<file path="config.mk">
export PLATFORM = sky130hd
export DESIGN_NAME = overwriting_entry_ring_with_offset_find
export DESIGN_NICKNAME = d
export VERILOG_FILES = /design/src/hdl/oerf_pkg.sv /design/src/hdl/oerf_store.sv /design/src/hdl/overwriting_entry_ring_with_offset_find.sv
export SDC_FILE = /design/constraint.sdc
export NUM_CORES = 1
export LEC_CHECK = 0
export ABC_AREA = 1
export ABC_CLOCK_PERIOD_IN_PS = 5700
export BUFFER_PORTS_ARGS = -buffer_cell sky130_fd_sc_hd__clkbuf_2
export CORE_MARGIN = 3
export CORE_UTILIZATION = 56
export CTS_CLUSTER_SIZE = 25
export DETAILED_ROUTE_END_ITERATION = 7
export GPL_TIMING_DRIVEN = 1
export HOLD_SLACK_MARGIN = 0.05
export PLACE_DENSITY = 0.86
export SYNTH_ARGS = -nofsm -noshare
export SYNTH_HDL_FRONTEND = slang
export SYNTH_SLANG_ARGS = --single-unit
export TNS_END_PERCENT = 50
</file>
<file path="constraint.sdc">
create_clock -name clk -period 5.7 [get_ports clk]
set_clock_uncertainty 0.1 [all_clocks]
set_input_delay 1.14 -clock clk [delete_from_list [all_inputs] [get_ports clk]]
set_output_delay 1.14 -clock clk [all_outputs]
set_load 0.005 [all_outputs]
</file>
<file path="src/hdl/oerf_pkg.sv">
package oerf_pkg;

  localparam int SIZE_W   = 16;
  localparam int HANDLE_W = 32;
  localparam int OFFSET_W = 20;
  localparam int SLOT_OUT_W = 4;

  typedef enum logic [1:0] {
    ST_IDLE,
    ST_ADD,
    ST_FIND
  } state_t;

  typedef enum logic {
    MODE_ADD  = 1'b0,
    MODE_FIND = 1'b1
  } mode_t;

  typedef struct packed {
    logic [HANDLE_W-1:0] handle;
    logic [SIZE_W-1:0]   size;
  } record_t;

endpackage

</file>
<file path="src/hdl/oerf_store.sv">
module oerf_store #(
  parameter int ENTRIES = 16,
  parameter int SLOT_W  = 4
) (
  input  logic                 clk,
  input  logic                 rst,
  input  logic [SLOT_W-1:0]    rd_addr,
  output oerf_pkg::record_t    rd_rec,
  input  logic                 wr_en,
  input  logic [SLOT_W-1:0]    wr_addr,
  input  oerf_pkg::record_t    wr_rec
);

  oerf_pkg::record_t mem [ENTRIES];
  logic [ENTRIES-1:0] written;
  oerf_pkg::record_t rd_data;
  logic rd_written;

  always_ff @(posedge clk) begin
    if (wr_en) begin
      mem[wr_addr] <= wr_rec;
    end
    rd_data <= mem[rd_addr];
  end

  // never-written entries read as the cleared record
  always_ff @(posedge clk) begin
    if (rst) begin
      written    <= '0;
      rd_written <= 1'b0;
    end else begin
      if (wr_en) begin
        written[wr_addr] <= 1'b1;
      end
      rd_written <= written[rd_addr];
    end
  end

  assign rd_rec = rd_written ? rd_data : '0;

endmodule

</file>
<file path="src/hdl/overwriting_entry_ring_with_offset_find.sv">
// add: record read at accept, then rewritten and result registered in ST_ADD once the output is free
// find: walks stored sizes from the oldest slot, one memory read per cycle; the result is
// registered once a slot holds the offset or all ENTRIES slots are visited, and the output is free
// one transaction at a time; the next input is taken the cycle after the result is registered,
// and the result waits while the output register is still held
// reset clears slot pointers, full flag and per-entry written bits, so all records read as zero
module overwriting_entry_ring_with_offset_find #(
  parameter int ENTRIES = 16
) (
  input  logic        clk,
  input  logic        rst,
  input  logic        s_tvalid,
  output logic        s_tready,
  input  logic [71:0] s_tdata,  // new_size[15:0], new_handle[47:16], byte_offset[67:48], zero
  input  logic        s_tuser,  // mode
  output logic        m_tvalid,
  input  logic        m_tready,
  output logic [71:0] m_tdata   // found[0], slot_index[4:1], offset_in_record[20:5],
                                // record_size[36:21], result_handle[68:37], overwrote[69], zero
);

  localparam int SLOT_W = $clog2(ENTRIES);
  localparam int POS_W  = oerf_pkg::SIZE_W + SLOT_W;
  localparam int CMP_W  = (POS_W > oerf_pkg::OFFSET_W) ? POS_W : oerf_pkg::OFFSET_W;
  localparam logic [SLOT_W-1:0] LAST_SLOT = SLOT_W'(ENTRIES - 1);

  oerf_pkg::state_t state, state_next;

  logic [SLOT_W-1:0] write_slot, write_slot_next;
  logic [SLOT_W-1:0] read_slot, read_slot_next;
  logic              ring_full, ring_full_next;
  logic [SLOT_W-1:0] cur, cur_next;
  logic [SLOT_W-1:0] cnt, cnt_next;
  logic [POS_W-1:0]  pos, pos_next;
  logic [oerf_pkg::OFFSET_W-1:0] off, off_next;
  oerf_pkg::record_t new_rec, new_rec_next;

  logic [SLOT_W-1:0] rd_addr;
  oerf_pkg::record_t rd_rec;
  logic              wr_en;

  logic [oerf_pkg::SIZE_W-1:0]   new_size;
  logic [oerf_pkg::HANDLE_W-1:0] new_handle;
  logic [oerf_pkg::OFFSET_W-1:0] byte_offset;
  logic                          in_take;
  logic                          out_free;

  logic [POS_W-1:0] pos_end;
  logic             hit;
  logic [SLOT_W-1:0] cur_inc;
  logic [SLOT_W-1:0] wr_inc;

  logic                              found, found_next;
  logic [oerf_pkg::SLOT_OUT_W-1:0]   slot_index, slot_index_next;
  logic [oerf_pkg::SIZE_W-1:0]       offset_in_record, offset_in_record_next;
  logic [oerf_pkg::SIZE_W-1:0]       record_size, record_size_next;
  logic [oerf_pkg::HANDLE_W-1:0]     result_handle, result_handle_next;
  logic                              overwrote, overwrote_next;
  logic                              out_load;

  assign new_size    = s_tdata[15:0];
  assign new_handle  = s_tdata[47:16];
  assign byte_offset = s_tdata[67:48];

  assign s_tready = (state == oerf_pkg::ST_IDLE);
  assign in_take  = s_tvalid && s_tready;
  assign out_free = !m_tvalid || m_tready;

  assign cur_inc = (cur == LAST_SLOT) ? '0 : cur + 1'b1;
  assign wr_inc  = (write_slot == LAST_SLOT) ? '0 : write_slot + 1'b1;
  assign pos_end = pos + POS_W'(rd_rec.size);
  assign hit     = CMP_W'(off) < CMP_W'(pos_end);

  oerf_store #(
    .ENTRIES (ENTRIES),
    .SLOT_W  (SLOT_W)
  ) u_store (
    .clk     (clk),
    .rst     (rst),
    .rd_addr (rd_addr),
    .rd_rec  (rd_rec),
    .wr_en   (wr_en),
    .wr_addr (write_slot),
    .wr_rec  (new_rec)
  );

  // next state
  always_comb begin
    state_next = state;
    case (state)
      oerf_pkg::ST_IDLE: begin
        if (in_take) begin
          state_next = (oerf_pkg::mode_t'(s_tuser) == oerf_pkg::MODE_FIND) ?
                       oerf_pkg::ST_FIND : oerf_pkg::ST_ADD;
        end
      end
      oerf_pkg::ST_ADD: begin
        if (out_free) begin
          state_next = oerf_pkg::ST_IDLE;
        end
      end
      oerf_pkg::ST_FIND: begin
        if ((hit || cnt == LAST_SLOT) && out_free) begin
          state_next = oerf_pkg::ST_IDLE;
        end
      end
      default: state_next = oerf_pkg::ST_IDLE;
    endcase
  end

  // datapath and outputs
  always_comb begin
    write_slot_next       = write_slot;
    read_slot_next        = read_slot;
    ring_full_next        = ring_full;
    cur_next              = cur;
    cnt_next              = cnt;
    pos_next              = pos;
    off_next              = off;
    new_rec_next          = new_rec;
    rd_addr               = cur;
    wr_en                 = 1'b0;
    out_load              = 1'b0;
    found_next            = 1'b0;
    slot_index_next       = '0;
    offset_in_record_next = '0;
    record_size_next      = '0;
    result_handle_next    = '0;
    overwrote_next        = 1'b0;
    case (state)
      oerf_pkg::ST_IDLE: begin
        if (in_take) begin
          if (oerf_pkg::mode_t'(s_tuser) == oerf_pkg::MODE_FIND) begin
            cur_next = read_slot;
          end else begin
            cur_next = write_slot;
          end
          rd_addr             = cur_next;
          cnt_next            = '0;
          pos_next            = '0;
          off_next            = byte_offset;
          new_rec_next.size   = new_size;
          new_rec_next.handle = new_handle;
        end
      end
      oerf_pkg::ST_ADD: begin
        if (out_free) begin
          wr_en           = 1'b1;
          out_load        = 1'b1;
          write_slot_next = wr_inc;
          if (ring_full) begin
            result_handle_next = rd_rec.handle;
            overwrote_next     = 1'b1;
            read_slot_next     = wr_inc;
          end
          if (wr_inc == read_slot_next) begin
            ring_full_next = 1'b1;
          end
        end
      end
      oerf_pkg::ST_FIND: begin
        if (hit) begin
          if (out_free) begin
            out_load              = 1'b1;
            found_next            = 1'b1;
            slot_index_next       = oerf_pkg::SLOT_OUT_W'(cur);
            offset_in_record_next = oerf_pkg::SIZE_W'(CMP_W'(off) - CMP_W'(pos));
            record_size_next      = rd_rec.size;
            result_handle_next    = rd_rec.handle;
          end
        end else if (cnt == LAST_SLOT) begin
          // offset at or past the stored total
          out_load = out_free;
        end else begin
          pos_next = pos_end;
          cnt_next = cnt + 1'b1;
          cur_next = cur_inc;
          rd_addr  = cur_inc;
        end
      end
      default: ;
    endcase
  end

  always_ff @(posedge clk) begin
    if (rst) begin
      state      <= oerf_pkg::ST_IDLE;
      write_slot <= '0;
      read_slot  <= '0;
      ring_full  <= 1'b0;
      m_tvalid   <= 1'b0;
    end else begin
      state      <= state_next;
      write_slot <= write_slot_next;
      read_slot  <= read_slot_next;
      ring_full  <= ring_full_next;
      if (out_load) begin
        m_tvalid <= 1'b1;
      end else if (m_tready) begin
        m_tvalid <= 1'b0;
      end
    end
  end

  always_ff @(posedge clk) begin
    cur     <= cur_next;
    cnt     <= cnt_next;
    pos     <= pos_next;
    off     <= off_next;
    new_rec <= new_rec_next;
    if (out_load) begin
      found            <= found_next;
      slot_index       <= slot_index_next;
      offset_in_record <= offset_in_record_next;
      record_size      <= record_size_next;
      result_handle    <= result_handle_next;
      overwrote        <= overwrote_next;
    end
  end

  assign m_tdata = {2'b00, overwrote, result_handle, record_size, offset_in_record,
                    slot_index, found};

endmodule

</file>
==> summary.md <==
| Metric | Value |
|---|---|
| Setup_tns | 0 ns |
| DP HPWL | 49700 µm |
| Total track usage | 25.7% |
| Synthesized area | 40800 µm² |
| Cell Rows | 98 |
| Yosys cell types | 40 |
| Status | finished, final reports clean |
| CP most frequent cell | nand2_1 |
| Post-cts sizing count | 0 |
| Pre-CTS setup slack | 0.299 ns |
| Largest net degree at the start of global routing | 132 |
| Number of global-route vias before repair | 26800 |
| Setup violations, final | 0 |
| Initial Util | 56.8% |
| Core area | 71900 µm² |
| Fillers | 4766 |
| Reg area | 29500 µm² |
| Via count | 27800 |
| # clock sinks | 1011 |
| Multiplexer area fraction after synthesis | 0.0245% |
| Synth Area in Simple Gates | 20.1% |
| Post-route antenna net violation count | 0 |
| Crit path DAT | 5.92 ns |
| Worst slew pin tran | 1.04 ns |
| Nets | 3753 |
| XOR/XNOR Fraction of Synth Area | 0.515% |
| WL per Instance | 21.7 µm |
| Io pins | 151 |
| Yosys warns | 0 |
| Drt first pass iters | 8 |
| Clock period minus worst slack | 5.43 ns |
| CTS root buf | clkbuf_16 |
| H-tree depth | 3 |
| Die Span Y | 276 µm |
| Main combinational cell family by area after synthesis | simple AND/OR/NAND/NOR gates |
| Asr flop ratio synth | 0% |
| Worst setup margin | 0.268 ns |
| Synthesis-stage register bit count | 1011 |
| Max cap viols | 0 |
| Cells after Synth | 3489 |
| Drc violations | 0 |
| Post-CTS Setup Bufs | 0 |
| Post-CTS Hold Fix Bufs | 0 |
| Post-synth EDFFs | 930 |
| Crit Path Max Fanout | 40 |
| Most common flop cell mapped by yosys | edfxtp_1 |
| CP max-delay cell | fa_1 |
| Synth Area in Compound Gates | 1.77% |
| Max frequency | 184 MHz |
| Die ar. | 76100 µm² |
| Buffer depth of the longest clock path | 3 |
| Max incr delay on CP | 0.42 ns |
| Synth Area in Adders | 1.91% |
| Clk Latency, worst-skew pair | 0.68 ns |
| Synth-to-layout area growth | 13.5% |
| Initial antenna violation count | 1 |
| Worst-path clk slew | 0.06 ns |
| GPL Wtd Cong | 0.861 |
| CP required | 6.19 ns |
| Tcrit/Tclk final | 95.3% |
| Mean area per synthesized cell | 11.7 µm² |
| Chip width | 276 µm |
| CP Capture Type | flip-flop |
| Global-route wire length before repair | 149000 µm |
| Fin. Hold Viols | 0 |
| Max-slew violation count | 0 |
| Port bufs | 144 |
| Gr ovfl total | 0 |
| Hold WS | 0.379 ns |
| Slew headroom | 30.6% |
| Initial detailed-routing violation count | 4003 |
| Fin area | 46300 µm² |
| Placed Area | 42800 µm² |
| CTS Buf Count | 96 |
| DR vias/cell | 5.99 |
| Setup CP Type | reg -> reg |
| Min-Delay Path Class | reg -> reg |
| Register area share after synthesis | 72.4% |
| Drt total wl | 101000 µm |
| Startpoint Class | flip-flop |
| Multi-input gate area | 10100 µm² |
| Layout cells sized above 1 | 11.1% |
| CTS tree | done |
-- routing by layer --
layer | track usage (%) | vias up | share of wire, %
li1 | - | 12300 | -
met1 | 33.7 | 13200 | 36
met2 | 42.8 | 1989 | 49
met3 | 4.27 | 317 | 11
met4 | 11.0 | 0 | 3.6
met5 | 0 | - | 0
-- through the flow --
step / instances / util [%]
finish: 4649 / 64.4
CTS: 4646 / 64.3
global placement: 4465 / 59.6
global route: 4648 / 64.4
detailed placement: 4465 / 59.6
floorplan: 3490 / -
-- cells by family after synthesis --
| logic type | after synthesis |
|---|---|
| buf+inv | 297 |
| xor+xnor | 24 |
| flops | 1011 |
| mux | 1 |
| compound gates | 129 |
| other cells | 1 |
| simple gates | 1965 |
| fa+ha+maj | 61 |
-- sequential cells by signal, summed over array words and instances (netlist names), 20 cells and up --
signal,flops
u_store.mem,768
new_rec,48
u_store.rd_data,48
result_handle,32
off,20
pos,20
-- final timing paths --
kind	start	to	slack (ns)	cells after the start
setup / recovery	u_store.rd_written	u_store.rd_data[8]	0.27	36
hold / removal	u_store.written[3]	u_store.written[3]	0.38	2
setup reg to reg	u_store.rd_written	u_store.rd_data[8]	0.27	36
hold reg to reg	u_store.written[3]	u_store.written[3]	0.38	2
-- area by class of cell --
cell class                 instances  area share, %
timing repair buffer             206           3.42
tap                              950           2.57
timing repair inverter             1         0.0243
sequential                      1011           63.8
inverter                         117           1.02
multi-input combinational       2182           21.8
antenna                            1        0.00540
clock inverter                    63           1.70
clock buffer                     118           5.69
-- cell usage after synthesis (3+ instances only) --
library cell	n	area (µm²)
nand3_1	610	3050
nand2_1	1182	4440
dfxtp_1	81	1620
o21ai_0	38	190
nor3_1	8	40.0
a21oi_1	66	330
xor2_1	8	70.1
nand3_2	3	30.0
buf_4	18	135
clkbuf_1	43	161
inv_1	112	420
buf_1	7	26.3
xnor2_1	16	140
inv_2	4	15.0
edfxtp_1	930	27900
nor2_1	154	578
ha_1	59	738
buf_2	110	551
nand4_1	4	25.0
o211ai_1	6	45.0
-- cells in the final DEF, fill, tap and decap left out, types with 4 or more instances in the layout --
cell type / Yosys / final
a21oi_1: 66 / 65
buf_12: 0 / 25
buf_4: 18 / 31
bufinv_16: 0 / 13
clkbuf_1: 43 / 8
clkbuf_16: 0 / 98
clkbuf_2: 0 / 144
clkbuf_8: 0 / 13
clkinv_1: 0 / 7
clkinv_16: 0 / 4
clkinv_2: 0 / 26
clkinvlp_4: 0 / 5
dfxtp_1: 81 / 81
edfxtp_1: 930 / 930
ha_1: 59 / 59
inv_1: 112 / 110
inv_6: 0 / 4
nand2_1: 1182 / 1181
nand3_1: 610 / 610
nand4_1: 4 / 4
nor2_1: 154 / 141
nor2_4: 0 / 13
nor3_1: 8 / 5
o211ai_1: 6 / 6
o21ai_0: 38 / 36
o21ai_1: 2 / 4
xnor2_1: 16 / 16
xor2_1: 8 / 8
-- critical path: cells and delay by family, from the launching register on --
kind | cells | cell delay, ns
AOI/OAI and AO/OA | 3 | 0.61
xor gates and xnor gates | 1 | 0.24
adders and majority gates | 3 | 0.96
buffers and inverters | 4 | 0.56
DFF | 1 | 0.31
and+or+nand+nor | 25 | 2.53
Power is left out: the tool's default activity adds up to more than one toggle a clock period on the data nets, which glitch-free logic cannot reach.
